--- config.mk ---
export PLATFORM = sky130hd
export DESIGN_NAME = fbnhs_flow_cell
export DESIGN_NICKNAME = d
export VERILOG_FILES = /design/src/hdl/fbnhs_pkg.sv /design/src/hdl/fbnhs_flow_cell.sv
export SDC_FILE = /design/constraint.sdc
export NUM_CORES = 1
export LEC_CHECK = 0
export BUFFER_PORTS_ARGS = -buffer_cell sky130_fd_sc_hd__buf_2
export CORE_ASPECT_RATIO = 0.6
export CORE_UTILIZATION = 48
export DETAILED_ROUTE_END_ITERATION = 8
export PLACE_DENSITY = 0.8
export SYNTH_ARGS = -nofsm -noshare
export SYNTH_HDL_FRONTEND = slang
export SYNTH_SLANG_ARGS = --single-unit
--- constraint.sdc ---
create_clock -name clk_i -period 7.7 [get_ports clk_i]
set_clock_uncertainty 0.1 [all_clocks]
set_input_delay 0.77 -clock clk_i [delete_from_list [all_inputs] [get_ports clk_i]]
set_output_delay 0.77 -clock clk_i [all_outputs]
set_load 0.05 [all_outputs]
--- src/hdl/fbnhs_pkg.sv ---
// shared types, constants and helper functions of the next hop selector
package fbnhs_pkg;

  localparam int FLOW_ENTRIES_DEF = 64;
  localparam int PORT_CNT_DEF     = 64;

  localparam int PORT_W  = 6;
  localparam int KEY_W   = 16;
  localparam int STAMP_W = 32;
  localparam int LOAD_W  = 7;
  localparam int CAND_W  = 64;
  localparam int WORD_W  = 32;
  localparam int CFG_IDX_W = 2;

  localparam logic [LOAD_W-1:0]  LOAD_MAX    = 7'd127;
  localparam logic [WORD_W-1:0]  LFSR_TAPS   = 32'h8020_0003;
  localparam logic [WORD_W-1:0]  TIMEOUT_RST = 32'd60000;
  localparam logic [WORD_W-1:0]  SEED_RST    = 32'd1;
  localparam logic [KEY_W-1:0]   CRC_POLY    = 16'hA001;

  localparam logic [CFG_IDX_W-1:0] CFG_MODE    = 2'd0;
  localparam logic [CFG_IDX_W-1:0] CFG_TIMEOUT = 2'd1;
  localparam logic [CFG_IDX_W-1:0] CFG_SEED    = 2'd2;

  localparam logic MODE_LEAST  = 1'b0;
  localparam logic MODE_RANDOM = 1'b1;

  localparam logic KIND_PACKET = 1'b0;
  localparam logic KIND_TICK   = 1'b1;

  localparam logic [1:0] STATUS_EXIST = 2'd0;
  localparam logic [1:0] STATUS_NEW   = 2'd1;
  localparam logic [1:0] STATUS_NONE  = 2'd2;

  typedef enum logic [1:0] {
    CMD_HOLD,
    CMD_WALK,
    CMD_PACK,
    CMD_PUSH
  } flow_cmd_e;

  typedef enum logic [3:0] {
    ST_IDLE,
    ST_CRC,
    ST_WALK,
    ST_PACK,
    ST_DECIDE,
    ST_LEAST,
    ST_COUNT,
    ST_DIV,
    ST_PICK,
    ST_PUSH
  } state_e;

  typedef struct packed {
    logic               valid;
    logic [KEY_W-1:0]   key;
    logic [PORT_W-1:0]  port;
    logic [STAMP_W-1:0] stamp;
  } flow_ent_t;

  typedef struct packed {
    logic              hit;
    logic              drop;
    logic              stop;
    logic [PORT_W-1:0] port;
  } flow_rpt_t;

  typedef struct packed {
    logic              rot;
    logic              inc;
    logic              dec;
    logic [PORT_W-1:0] inc_port;
    logic [PORT_W-1:0] dec_port;
  } port_ctl_t;

  function automatic logic [KEY_W-1:0] crc_byte(input logic [KEY_W-1:0] crc,
                                                input logic [7:0] b);
    logic [KEY_W-1:0] c;
    c = crc ^ {8'h00, b};
    for (int i = 0; i < 8; i++) begin
      c = c[0] ? ((c >> 1) ^ CRC_POLY) : (c >> 1);
    end
    return c;
  endfunction

  function automatic logic [WORD_W-1:0] lfsr_next(input logic [WORD_W-1:0] v);
    return v[0] ? ((v >> 1) ^ LFSR_TAPS) : (v >> 1);
  endfunction

endpackage

--- src/hdl/fbnhs_flow_cell.sv ---
// one flow table cell: holds one entry, ages it, compares its key, shifts along the chain
module fbnhs_flow_cell (
  input  logic                          clk_i,
  input  logic                          rst_ni,
  input  fbnhs_pkg::flow_cmd_e          cmd_i,
  input  fbnhs_pkg::flow_ent_t          prev_i,
  input  fbnhs_pkg::flow_ent_t          next_i,
  input  logic                          shift_i,
  output logic                          shift_o,
  input  logic                          tok_i,
  output logic                          tok_o,
  input  logic [fbnhs_pkg::KEY_W-1:0]   key_i,
  input  logic [fbnhs_pkg::STAMP_W-1:0] now_i,
  input  logic [fbnhs_pkg::STAMP_W-1:0] timeout_i,
  output fbnhs_pkg::flow_ent_t          ent_o,
  output fbnhs_pkg::flow_rpt_t          rpt_o
);

  logic                          valid_q, valid_d;
  logic [fbnhs_pkg::KEY_W-1:0]   key_q, key_d;
  logic [fbnhs_pkg::PORT_W-1:0]  port_q, port_d;
  logic [fbnhs_pkg::STAMP_W-1:0] stamp_q, stamp_d;
  logic                          tok_q;
  logic [fbnhs_pkg::STAMP_W-1:0] idle;
  logic                          expired, hit_live, examining, take_next;

  assign idle      = now_i - stamp_q;
  assign expired   = idle > timeout_i;
  assign hit_live  = valid_q && !expired && (key_q == key_i);
  assign examining = tok_q && (cmd_i == fbnhs_pkg::CMD_WALK);
  // first hole at or before this cell pulls everything behind it one step forward
  assign take_next = shift_i || !valid_q;
  assign shift_o   = take_next;

  always_comb begin
    valid_d = valid_q;
    key_d   = key_q;
    port_d  = port_q;
    stamp_d = stamp_q;
    unique case (cmd_i)
      fbnhs_pkg::CMD_HOLD: begin
      end
      fbnhs_pkg::CMD_WALK: begin
        if (examining && valid_q && expired) begin
          valid_d = 1'b0;
        end else if (examining && hit_live) begin
          stamp_d = now_i;
        end
      end
      fbnhs_pkg::CMD_PACK: begin
        if (take_next) begin
          valid_d = next_i.valid;
          key_d   = next_i.key;
          port_d  = next_i.port;
          stamp_d = next_i.stamp;
        end
      end
      fbnhs_pkg::CMD_PUSH: begin
        valid_d = prev_i.valid;
        key_d   = prev_i.key;
        port_d  = prev_i.port;
        stamp_d = prev_i.stamp;
      end
      default: begin
      end
    endcase
  end

  always_ff @(posedge clk_i or negedge rst_ni) begin
    if (!rst_ni) begin
      valid_q <= 1'b0;
      tok_q   <= 1'b0;
    end else begin
      valid_q <= valid_d;
      tok_q   <= tok_i;
    end
  end

  always_ff @(posedge clk_i) begin
    key_q   <= key_d;
    port_q  <= port_d;
    stamp_q <= stamp_d;
  end

  assign tok_o = examining && valid_q && !hit_live;

  assign ent_o.valid = valid_q;
  assign ent_o.key   = key_q;
  assign ent_o.port  = port_q;
  assign ent_o.stamp = stamp_q;

  assign rpt_o.hit  = examining && hit_live;
  assign rpt_o.drop = examining && valid_q && expired;
  assign rpt_o.stop = examining && (!valid_q || hit_live);
  assign rpt_o.port = examining ? port_q : '0;

endmodule

==> metrics <==
vias in the first global route=5107; I/O Buffers=261; Post-CTS Setup Inserts=0; Worst Setup End Kind=output port; Final Max Tran Viols=0; setup TNS=0 ps; Synth Register Bits=56; fin crit period=6228 ps; WL per Instance=16.47 um; Via Count=5454; setup violators final=0; Startpoint Class=input pin; worst-margin pin slew=1146 ps; GR Util All Layers=27.41%; TritonRoute pass-1 iters=4; NumNets Final=1120; Inserted Clock Buffers=5; most frequent cells in the layout=buf_2 (261), a21oi_1 (75), inv_1 (72), ha_1 (63), edfxtp_1 (54); commonest non-fill, non-tap cell in the layout=buf_2; area post-placement=6898 um2; pin count of the biggest net entering global routing=71; crit path DAT=5360 ps; max_slew headroom=23.23%; Synth Flop Type=edfxtp_1; antenna-violating nets left=0; P_leak=3.608 nW; Final HPWL DP=13560 um; Top delay family on crit path=compound AO/OA/AOI/OAI gates; # H-tree levels=2; post-CTS sizing=0; RSZ-0062 raised after global routing=false; switch share=39.54%; FP Rows=29; via-per-instance ratio=5.454; Simple-Gate Fraction of Synth Area=11.22%; share of layout cells above drive strength 1=35.08%; final WL=16470 um; Final Cycle Share=80.89%; DRT iter0 DRCs=499; slowest stage delay, CP=640 ps; gpl congestion=0.9662; DRC viols=0; Post-synth EDFFs=54; clock-pin transition on the worst setup and hold timing paths=80 ps; Post-Synth XOR/XNOR Area=6.997%; post-synthesis mux area share=10.52%; clock latency on the worst-skew pair=300 ps; Int Pwr=0.0007036 W; HP Class=in -> async; total core area=10850 um2; Fill cells=938; syn_nets=877; gr ovfl total=0; Area growth, synth to finish=28.01%; CP max-delay cell=nor4_1; final core occ=64.99%; peak supply drop=123.0 uV; Clock Power Share=20.9%; first-pass GRT wire length=25530 um; die height=84.98 um; Synth Area in Adders=14.68%; post-synthesis cell area=5508 um2; f_max=160.6 MHz; Starting Density=50.77%; die width=140.3 um; Synth Area in Compound Gates=19.17%; switching power=0.0004602 W; status=finished, final reports clean; Fin. Hold Viols=0; Design Area, Final=7051 um2; CTS Buffer Depth=2; post-synthesis sequential area ratio=30.35%; Max-cap violations=0; initial antenna violation count=0; Avg Inst Size Synth=8.927 um2; CP cell instances=buf_2, inv_1, ha_1, inv_1, fa_1, a211o_1, a21oi_2, o21ai_1, a311oi_1, or2_1, o2111ai_1, a21oi_1, xnor2_1, ha_1, nand4_1, nor4_1, nand2_1, o211ai_1, nand3_1, a21oi_1, buf_2; synth unique cells=53; DIE AREA=11920 um2; ANT cells=0; share of synthesized registers carrying an async set or reset=3.571%; cts hold-fix bufs=0; Root Driver=clkbuf_16; post-synthesis cell count=617; total power=0.001164 W; Logic pwr share=46.5%; Ports=262; power density over the cells=165.1 nW/um2; Synth warnings=0; CTS tree=built; CP Class=in -> out; part of the power in registers=32.6%; critical path fanouts, max=4; main combinational cell family by area after synthesis=compound AO/OA/AOI/OAI gates; worst path bufs/invs=4; clock sink count=56; CP required=6830 ps
power groups by stage:
stage               logic [W]  clock network [W]  registers, W
global route         0.000590           0.000257      0.000383
finish               0.000541           0.000243      0.000380
floorplan            0.000307                  0      0.000461
CTS                  0.000536           0.000246      0.000380
global placement     0.000524                  0      0.000386
detailed placement   0.000534                  0      0.000386
flip-flops by register name, summed over array words and instances (netlist names):
register  flops
port_q        6
valid_q       1
key_q        16
stamp_q      32
tok_q         1
routing by layer:
layer | part of all wire [%] | GRT usage (%) | vias to the layer above
met5 | 0 | 0 | -
met4 | 1.6 | 6.793 | 0
met3 | 7.2 | 5.587 | 18
met2 | 45 | 43.27 | 207
met1 | 46 | 38.50 | 2515
li1 | - | - | 2714
through the flow:
step	cells	hold WS [ps]	setup WS, ps
floorplan	617	374.4	1753
global placement	992	455.9	1601
detailed placement	992	457.8	1476
CTS	1000	128.5	1533
global route	1000	124.3	1158
finish	1000	133.9	1472
cells by family (layout without fill, tap and decap cells):
family                   Yosys count  count (layout)
AO/OA/AOI/OAI                    168             168
AND/OR/NAND/NOR                  131             131
buffers and inverters             99             343
adder cells (fa/ha/maj)           64              64
flip-flops                        56              56
multiplexers                      55              55
XOR/XNOR                          44              44
worst reg2reg max path, stage by stage (launching register included):
cell and delay (ps):
edfxtp_1 360, ha_1 190, inv_1 60, fa_1 410, a211o_1 300, a21oi_2 140
o21ai_1 130, a311oi_1 440, or2_1 210, o2111ai_1 170, a21oi_1 210, xnor2_1 100
ha_1 280, nand4_1 130, nor4_1 640, nand2_1 160, o211ai_1 180, nand3_1 250
o21bai_4 860
layout make-up:
cell class | count | area [um2] | share of cell area, %
Clock buffer | 5 | 125.1 | 1.775
Sequential cell | 56 | 1672 | 23.71
Timing Repair Buffer | 263 | 1321 | 18.74
Multi-Input combinational cell | 462 | 3461 | 49.09
Inverter | 72 | 270.3 | 3.833
Clock inverter | 3 | 27.53 | 0.3904
Tap cell | 139 | 173.9 | 2.467
cells in the mapped netlist, drive strengths merged, types with 3 or more instances:
master | number | area [um2]
a21oi | 77 | 392.9
nor4 | 5 | 37.53
nor2b | 4 | 25.02
nand4 | 13 | 81.33
o21a | 12 | 90.09
nand2 | 26 | 97.59
nand3 | 10 | 50.05
a211oi | 6 | 45.04
buf | 13 | 66.31
o31ai | 3 | 22.52
a41oi | 3 | 26.28
nor3 | 4 | 20.02
mux2 | 23 | 259.0
ha | 63 | 788.3
nor2 | 52 | 195.2
mux2i | 32 | 320.3
inv | 72 | 270.3
or2 | 3 | 18.77
o311ai | 3 | 26.28
a21o | 25 | 187.7
xor2 | 10 | 87.58
clkbuf | 14 | 52.55
o211ai | 6 | 45.04
xnor2 | 34 | 297.8
o21ai | 19 | 95.09
edfxtp | 54 | 1622
and2 | 8 | 50.05
path summary, 6_finish.rpt:
check                      startpoint     endpoint  slack, ps  cells past startpoint
setup reg to reg           stamp_q[0]  stamp_q[27]       2000                     18
min in group clk_i              tok_i        tok_q        470                      1
hold / removal                 rst_ni        tok_q        130                      1
hold reg to reg               valid_q      valid_q        570                      2
max in group asynchronous      rst_ni      valid_q       7270                      1
setup / recovery             now_i[0]     rpt_o[6]       1470                     21
No activity file was read; power rests on OpenSTA's default activity.
