<file path="src/hdl/fbnhs_pkg.sv">
// shared types, constants and helper functions of the next hop selector
package fbnhs_pkg;

  localparam int FLOW_ENTRIES_DEF = 64;
  localparam int PORT_CNT_DEF     = 64;

  localparam int PORT_W  = 6;
  localparam int KEY_W   = 16;
  localparam int STAMP_W = 32;
  localparam int LOAD_W  = 7;
  localparam int CAND_W  = 64;
  localparam int WORD_W  = 32;
  localparam int CFG_IDX_W = 2;

  localparam logic [LOAD_W-1:0]  LOAD_MAX    = 7'd127;
  localparam logic [WORD_W-1:0]  LFSR_TAPS   = 32'h8020_0003;
  localparam logic [WORD_W-1:0]  TIMEOUT_RST = 32'd60000;
  localparam logic [WORD_W-1:0]  SEED_RST    = 32'd1;
  localparam logic [KEY_W-1:0]   CRC_POLY    = 16'hA001;

  localparam logic [CFG_IDX_W-1:0] CFG_MODE    = 2'd0;
  localparam logic [CFG_IDX_W-1:0] CFG_TIMEOUT = 2'd1;
  localparam logic [CFG_IDX_W-1:0] CFG_SEED    = 2'd2;

  localparam logic MODE_LEAST  = 1'b0;
  localparam logic MODE_RANDOM = 1'b1;

  localparam logic KIND_PACKET = 1'b0;
  localparam logic KIND_TICK   = 1'b1;

  localparam logic [1:0] STATUS_EXIST = 2'd0;
  localparam logic [1:0] STATUS_NEW   = 2'd1;
  localparam logic [1:0] STATUS_NONE  = 2'd2;

  typedef enum logic [1:0] {
    CMD_HOLD,
    CMD_WALK,
    CMD_PACK,
    CMD_PUSH
  } flow_cmd_e;

  typedef enum logic [3:0] {
    ST_IDLE,
    ST_CRC,
    ST_WALK,
    ST_PACK,
    ST_DECIDE,
    ST_LEAST,
    ST_COUNT,
    ST_DIV,
    ST_PICK,
    ST_PUSH
  } state_e;

  typedef struct packed {
    logic               valid;
    logic [KEY_W-1:0]   key;
    logic [PORT_W-1:0]  port;
    logic [STAMP_W-1:0] stamp;
  } flow_ent_t;

  typedef struct packed {
    logic              hit;
    logic              drop;
    logic              stop;
    logic [PORT_W-1:0] port;
  } flow_rpt_t;

  typedef struct packed {
    logic              rot;
    logic              inc;
    logic              dec;
    logic [PORT_W-1:0] inc_port;
    logic [PORT_W-1:0] dec_port;
  } port_ctl_t;

  function automatic logic [KEY_W-1:0] crc_byte(input logic [KEY_W-1:0] crc,
                                                input logic [7:0] b);
    logic [KEY_W-1:0] c;
    c = crc ^ {8'h00, b};
    for (int i = 0; i < 8; i++) begin
      c = c[0] ? ((c >> 1) ^ CRC_POLY) : (c >> 1);
    end
    return c;
  endfunction

  function automatic logic [WORD_W-1:0] lfsr_next(input logic [WORD_W-1:0] v);
    return v[0] ? ((v >> 1) ^ LFSR_TAPS) : (v >> 1);
  endfunction

endpackage

</file>
<file path="src/hdl/fbnhs_port_cell.sv">
// one port load cell: flow count of one port, rotates along the ring during a scan
module fbnhs_port_cell (
  input  logic                         clk_i,
  input  logic                         rst_ni,
  input  logic [fbnhs_pkg::PORT_W-1:0] idx_i,
  input  fbnhs_pkg::port_ctl_t         ctl_i,
  input  logic [fbnhs_pkg::LOAD_W-1:0] next_load_i,
  output logic [fbnhs_pkg::LOAD_W-1:0] load_o
);

  logic [fbnhs_pkg::LOAD_W-1:0] load_q, load_d;

  always_comb begin
    load_d = load_q;
    priority if (ctl_i.rot) begin
      load_d = next_load_i;
    end else if (ctl_i.inc && ctl_i.inc_port == idx_i && load_q != fbnhs_pkg::LOAD_MAX) begin
      load_d = load_q + 1'b1;
    end else if (ctl_i.dec && ctl_i.dec_port == idx_i && load_q != '0) begin
      load_d = load_q - 1'b1;
    end
  end

  always_ff @(posedge clk_i or negedge rst_ni) begin
    if (!rst_ni) begin
      load_q <= '0;
    end else begin
      load_q <= load_d;
    end
  end

  assign load_o = load_q;

endmodule

</file>
<file path="config.mk">
export PLATFORM = sky130hd
export DESIGN_NAME = fbnhs_port_cell
export DESIGN_NICKNAME = d
export VERILOG_FILES = /design/src/hdl/fbnhs_pkg.sv /design/src/hdl/fbnhs_port_cell.sv
export SDC_FILE = /design/constraint.sdc
export NUM_CORES = 1
export LEC_CHECK = 0
export ABC_CLOCK_PERIOD_IN_PS = 2590
export CAP_MARGIN = 0
export CELL_PAD_IN_SITES_DETAIL_PLACEMENT = 1
export CELL_PAD_IN_SITES_GLOBAL_PLACEMENT = 2
export CORE_ASPECT_RATIO = 0.9
export CORE_MARGIN = 3
export CORE_UTILIZATION = 30
export DETAILED_ROUTE_END_ITERATION = 16
export DONT_BUFFER_PORTS = 1
export PLACE_DENSITY = 0.79
export SYNTH_ARGS = -nofsm -noshare
export SYNTH_HDL_FRONTEND = slang
export SYNTH_SLANG_ARGS = --single-unit
export TNS_END_PERCENT = 100
</file>
<file path="constraint.sdc">
create_clock -name clk_i -period 2.59 [get_ports clk_i]
set_input_delay 0.259 -clock clk_i [delete_from_list [all_inputs] [get_ports clk_i]]
set_output_delay 0.259 -clock clk_i [all_outputs]
set_load 0.01 [all_outputs]
</file>
==> results summary, run 1 <==
By area the synthesized netlist is led by dfrtp_1 22%, xnor2_1 13%, ha_1 8.0%. The die covers 3250 um2. The proportion of total power due to net switching came out at 0.340. The wire length of the first global-routing pass came out at 3690 um. The largest voltage drop on the vdd net came out at 259 uV. The number of global-route vias before repair is 790.

The total overflow reported by the global router came out at 0. The number of rows in the core area is 16. The TritonCTS clock tree is built. The number of flip-flops in the largest register is 7. The H-tree depth came out at 1.

Counting stages on the worst path, the most repeated cell is nand4_1. The final layout net count came out at 138. The pin count of the biggest net entering global routing came out at 15. The flow ran to the end, and the final reports show no timing, DRC or antenna violations. The last weighted congestion value of the routability-driven placer came out at 0.765. The critical path starts at load_o[4]$_DFFE_PN0P_. The setup TNS is 0 ps. The DRC violation count after routing is 0. The average footprint of a synthesized cell is approximately 8.7 um2. Headroom to the max-slew limit came out at 0.463. The clock network fraction of design power is 0.255. 37 I/O pins were placed. The critical path's largest stage delay is about 450 ps. After detailed routing, the total wire length is 2170 um. The count of input and output buffers came out at 0. The timing-limited maximum frequency came out at 0.419 GHz.

The startpoint identified for the worst hold timing path is ctl_i[14]. Walking the worst path, the cells encountered are nand4_1 -> nor2_1 -> nor3_2 -> inv_2 -> fa_1 -> a211oi_2 -> o21bai_1 -> a21oi_1 -> a211o_1 -> nand4_1. The post-synthesis net count came out at around 130. The slew of the pin with the lowest slew margin came out at between 700 and 800 ps. The reg-to-reg critical path startpoint is load_o[4]$_DFFE_PN0P_.

The clock skew after layout is 6.43 ps. The max-slew violation count came out at 0. The TritonCTS sink count came out at 7.

The TritonCTS buffer count came out at 3. The number of warnings reported in the yosys synthesis log is 0. The clock period minus worst slack is 2390 ps.

Setup repair after global routing left no endpoint under its margin. The routed via count divided by cell count came out at 5.73. In the final layout, the multi-input gates occupy 592 um2. Detailed placement finished with a half-perimeter wire length of ~1900 um. The final worst-path cycle share came out at 0.922. The setup path with the least slack is of type reg2reg. The total leakage power is 0.333 nW. The number of antenna violations at the first check in global routing is 0. In the synthesized netlist the async set-or-reset flop fraction comes to 1.00.

The buffer count from post-CTS setup fixing came out at 0. Of the total power, combinational logic draws 0.415. The area growth from synthesis to layout is 16.1%. The remaining number of nets flagged by the antenna check after routing came out at 0. On the critical path, the stage with the largest delay is an instance of fa_1.

The synthesized design contains 7 register bits. The area taken by flip-flops and latches came out at 175 um2. In the final layout, the share of cells above drive strength 1 is 0.168.

The initial utilization of the core area, before any placement, comes to 0.336. The synthesized design spends more area on one cell type than any other, namely dfrtp_1. The primary flip-flop cell chosen by synthesis mapping is dfrtp_1. In this run, distinct cell masters in the synthesized netlist total 32. The average wire per standard cell came out at 16.9 um.

The latest clock arrival within the worst-skew pair came out at between 200 and 300 ps. The kind of start point of the critical path is a flop. In this run the deepest clock path goes through 2 buffers. At the worst endpoint, the arrival time is around 2500 ps. The fill cell total of the finished layout came out at 284.

The number of setup violations in the final report came out at 0. The detailed-router iteration count before antenna repair is 3. Of the total power, registers draw 0.330. STA classifies the critical path endpoint as a flop. The number of synthesized flops with an enable pin is 0. Dividing total power by cell area gives a power density of roughly 420 nW/um2.

The final hold slack came out at 111 ps. The total routing resource utilization after global routing is 0.152. The net switching component of the power is 0.130 mW. The internal power is 0.252 mW. The highest fanout seen on the critical path came out at 13. After clock tree synthesis, the clock-pin slew on the worst setup and hold paths is 50 ps. For the worst setup path, the data required time is approximately 2700 ps. For this run, the register share of the synthesized area comes to 0.225. Of the post-synthesis cell area, the dominant cell type holds 0.225.

The area inside the core boundary came out at 2320 um2. The antenna cell count is 0. Counting instances in the post-synthesis netlist gives the leading cell types as 12 x xnor2_1, 7 x dfrtp_1, 6 x nor2_1. The die height is 54.4 um. CTS placed an instance of clkbuf_4 at the clock tree root. The horizontal extent of the die came out at 59.7 um. The detailed-route via count is 733. The detailed router's first-iteration violation count came out at 12. The path category of the worst min-delay check is in2reg. Counting every instance in the synthesized netlist gives 90. The area of the mapped netlist came out at between 700 and 800 um2. The cell with the most instances after synthesis is xnor2_1. The number of max-capacitance violations reported came out at 0.

The final hold violation count came out at 0.
## critical path, delay by kind of cell (launching register included)
family                   cells  cell delay [ps]
flip-flops                   1              380
adder cells (fa/ha/maj)      1              450
AO/OA/AOI/OAI                4              780
AND/OR/NAND/NOR              4              490
buffers and inverters        1              170
## power groups by stage
stage | clock (mW) | sequential [mW] | combinational (mW)
floorplan | 0 | 0.142 | 0.0966
global placement | 0 | 0.128 | 0.149
detailed placement | 0 | 0.128 | 0.152
CTS | 0.101 | 0.126 | 0.156
global route | 0.112 | 0.127 | 0.177
finish | 0.0974 | 0.126 | 0.158
## cell type report
cell class,instances,area share
Timing Repair Buffer,9,0.0775
Clock buffer,4,0.0290
Multi-Input combinational cell,79,0.654
Tap cell,27,0.0373
Sequential cell,7,0.194
Inverter,2,0.00830
## cell families after synthesis
group                    share of synthesized area
buffers and inverters                       0.0289
XOR/XNOR                                     0.169
AO/OA/AOI/OAI                                0.270
AND/OR/NAND/NOR                              0.202
flip-flops                                   0.225
adder cells (fa/ha/maj)                      0.106
## per-layer routing
layer / up-vias / part of all wire / global-route usage
met1: 352 / 0.44 / 0.177
li1: 369 / - / -
met2: 10 / 0.50 / 0.263
met4: 0 / 0.0032 / 0.0627
met5: - / 0 / 0
met3: 2 / 0.050 / 0.0425
## placed cells by master (no fill, tap or decap), types with 2 or more instances in the layout
master,Yosys,routed
a41oi_1,2,2
buf_4,0,8
nand4_1,5,5
o21bai_1,2,2
dfrtp_1,7,7
nor3_1,4,4
ha_1,5,5
a21o_1,2,2
a21oi_1,4,4
and2_1,2,2
xor2_1,3,3
a211oi_1,4,2
nand2_1,4,4
o21ai_0,5,5
nand3_1,4,4
clkbuf_4,0,3
a211oi_2,0,2
nor2_1,6,6
xnor2_1,12,12
o31ai_1,4,4
## repair_timing
item | 4_1_cts | 5_1_grt
gates resized for setup | 0 | 2
setup endpoints to repair | 0 | 2
hold buffers | 1 | 0
endpoints found under the hold margin | 7 | 0
## path summary, 6_finish.rpt
path	to	slack [ps]	cells past startpoint
max	load_o[6]$_DFFE_PN0P_	200	10
min	load_o[2]$_DFFE_PN0P_	110	1
max reg2reg	load_o[6]$_DFFE_PN0P_	200	10
min reg2reg	load_o[3]$_DFFE_PN0P_	670	2
max in group asynchronous	load_o[1]$_DFFE_PN0P_	2000	1
min in group asynchronous	load_o[5]$_DFFE_PN0P_	340	1
## per-stage QoR
step	setup WS, ps	utilization	instance area [um2]	power (mW)	instances
2_1_floorplan	69.6	-	779	0.238	90
3_3_place_gp	231	0.370	858	0.277	123
3_5_place_dp	156	0.370	858	0.280	123
4_1_cts	127	0.385	895	0.384	128
5_1_grt	70.1	0.390	905	0.417	128
6_report	202	0.390	905	0.381	128
(Power assumes the default switching activity.)
==> run 2, diff against run 1 <==
--- a/config.mk
+++ b/config.mk
@@ -14,6 +14,7 @@
 export CORE_UTILIZATION = 30
 export DETAILED_ROUTE_END_ITERATION = 16
 export DONT_BUFFER_PORTS = 1
+export MAX_ROUTING_LAYER = met4
 export PLACE_DENSITY = 0.79
 export SYNTH_ARGS = -nofsm -noshare
 export SYNTH_HDL_FRONTEND = slang
==> results summary, run 2 (synthesized netlist as in run 1, its figures left out) <==
The kind of start point of the critical path is a flop. The final hold violation count is 0. Along the worst path, the maximum fanout reaches 13. The detailed router's first-iteration violation count came out at 15. Dividing total power by cell area gives a power density of 423 nW/um2. The kind of cell with the highest combined delay along the critical path is compound AO/OA/AOI/OAI gates. The number of global-route vias before repair is slightly below 800. The worst setup path is captured at a flop. Pin placement for this block handled 37 I/O pins. The die height came out at 54.4 um. The setup TNS came out at 0 ps. STA puts the critical path data required time at roughly 2700 ps.

The total overflow reported by the global router came out at 0. The routed via count divided by cell count is 5.73. The max-slew violation count came to 0. Setup repair after global routing left no endpoint under its margin. The number of max-capacitance violations reported is 0. The pin count of the biggest net entering global routing is 15. The slowest stage of the critical path belongs to the cell fa_1.

The horizontal extent of the die came out at 59.7 um. The number of antenna violations at the first check in global routing was 0. The data arrival time of the worst path came out at 2510 ps. The final hold slack came out at between 100 and 150 ps. The area inside the core boundary is approximately 2300 um2. The clock-pin slew reported for the worst setup and hold paths after clock tree synthesis came out at ~50 ps.

The overall power after layout is 0.383 mW. The floorplan has 16 rows. The half-perimeter wire length after detailed placement is 1910 um. The effective utilization at floorplan came out at 0.336. At the later pin of the worst-skew pair, clock insertion delay measures around 250 ps. Of the cells placed in the final design, the portion with a size suffix greater than 1 is 0.168. The total leakage power is roughly 0.33 nW. Together, buffers and inverters on the worst path number 1. The last weighted congestion value of the routability-driven placer is 0.775.

The routed layout has 734 vias. The flow ran to the end, and the final reports show no timing, DRC or antenna violations. The antenna cell count is 0. The area growth from synthesis to layout is 16.1%. The library cell used most frequently in the layout, excluding fill and tap cells, is xnor2_1. The number of setup violations in the final report came out at 0. The post-place setup slack came out at 156 ps. The headroom to the max-slew limit is 0.437. The smallest clock period supported by the final layout is computed as 2380 ps. The first global-routing pass estimated around 3700 um of wire. The clock root buffer master is clkbuf_4.

The critical path's largest stage delay is 450 ps. The die covers roughly 3200 um2. In the final layout, the multi-input gates occupy 592 um2. The register with the most flip-flops in the layout has 7 of them. The library cell appearing most often on the critical path is nand4_1. The TritonCTS buffer count is 3.

Dividing the final minimum period by the clock period gives 0.920. For this run, design rule violations remaining after detail routing come to 0. Across the routed clock network, the largest skew measured is 5.97 ps. The number of buffers between clock root and the deepest sink is 2. The path class of the tightest hold or removal check is in2reg. Traced cell by cell, the critical path runs through nand4_1 -> nor2_1 -> nor3_2 -> inv_2 -> fa_1 -> a211oi_2 -> o21bai_1 -> a21oi_1 -> a211o_1 -> nand4_1. The average wire per standard cell came out at roughly 17 um.

The top cell types in the final layout, fill and taps aside, are 12 x xnor2_1, 8 x buf_4, 7 x dfrtp_1. Measured on the finished design, the core utilization comes to 0.390. The fill cell total of the finished layout is 284. The remaining number of nets flagged by the antenna check after routing came out at 0. The H-tree depth is 1. The TritonCTS sink count came out at 7. The final routed wirelength across all metal layers came out at 2170 um. The slew of the pin with the lowest slew margin is 838 ps. For this run, the total global-route usage over all layers was measured as 0.155. The area taken by flip-flops and latches is 175 um2.

The largest voltage drop on the vdd net is 259 uV. The least setup slack across all paths after layout is 207 ps. The timing-limited maximum frequency came out at 0.420 GHz.

After the last flow step, the layout net total stands at 138. The count of input and output buffers came out at 0. The TritonCTS clock tree is built. Post-CTS timing repair inserted 0 buffers for setup. The detailed-router iteration count before antenna repair is 4. The setup path with the least slack is of type reg2reg.
run 2: worst reg2reg max path: cells and delay by family, from the launching register on:
kind / cells / cell delay (ps)
AOI/OAI and AO/OA: 4 / 780
and+or+nand+nor: 4 / 490
adders and majority gates: 1 / 450
DFF: 1 / 380
buffers and inverters: 1 / 160
run 2: cell type report:
type                       count  share of cell area
tap                           27              0.0373
clock buffer                   4              0.0290
timing repair buffer           9              0.0775
inverter                       2             0.00830
multi-input combinational     79               0.654
sequential                     7               0.194
run 2: path summary, 6_finish.rpt:
path | startpoint | end | slack, ps | depth (start not counted)
setup / recovery | load_o[4]$_DFFE_PN0P_ | load_o[6]$_DFFE_PN0P_ | 210 | 10
hold / removal | ctl_i[14] | load_o[2]$_DFFE_PN0P_ | 110 | 1
setup reg to reg | load_o[4]$_DFFE_PN0P_ | load_o[6]$_DFFE_PN0P_ | 210 | 10
hold reg to reg | load_o[3]$_DFFE_PN0P_ | load_o[3]$_DFFE_PN0P_ | 670 | 2
max in group asynchronous | rst_ni | load_o[1]$_DFFE_PN0P_ | 2000 | 1
min in group asynchronous | rst_ni | load_o[5]$_DFFE_PN0P_ | 340 | 1
run 2: metal layers:
layer,part of all wire,global-route usage,vias up
met5,0,-,-
met4,0.0041,0.0627,0
met3,0.052,0.0354,2
met2,0.50,0.261,12
met1,0.44,0.179,351
li1,-,-,369
run 2: what timing repair did:
action                                  in CTS  in global routing
hold endpoints to repair                     7                  0
resized for setup                            0                  2
hold buffers                                 1                  0
endpoints found under the setup margin       0                  2
run 2: per-stage QoR:
step | cells | cell area [um2]
finish | 128 | 905
detailed placement | 123 | 858
global route | 128 | 905
floorplan | 90 | 779
CTS | 128 | 895
global placement | 123 | 858
run 2: where the power goes:
group | leakage (nW) | internal, mW | total [mW] | switching, mW
Clock | 0.0150 | 0.0588 | 0.0988 | 0.0400
Combinational | 0.234 | 0.0727 | 0.158 | 0.0854
Sequential | 0.0842 | 0.120 | 0.126 | 0.00570
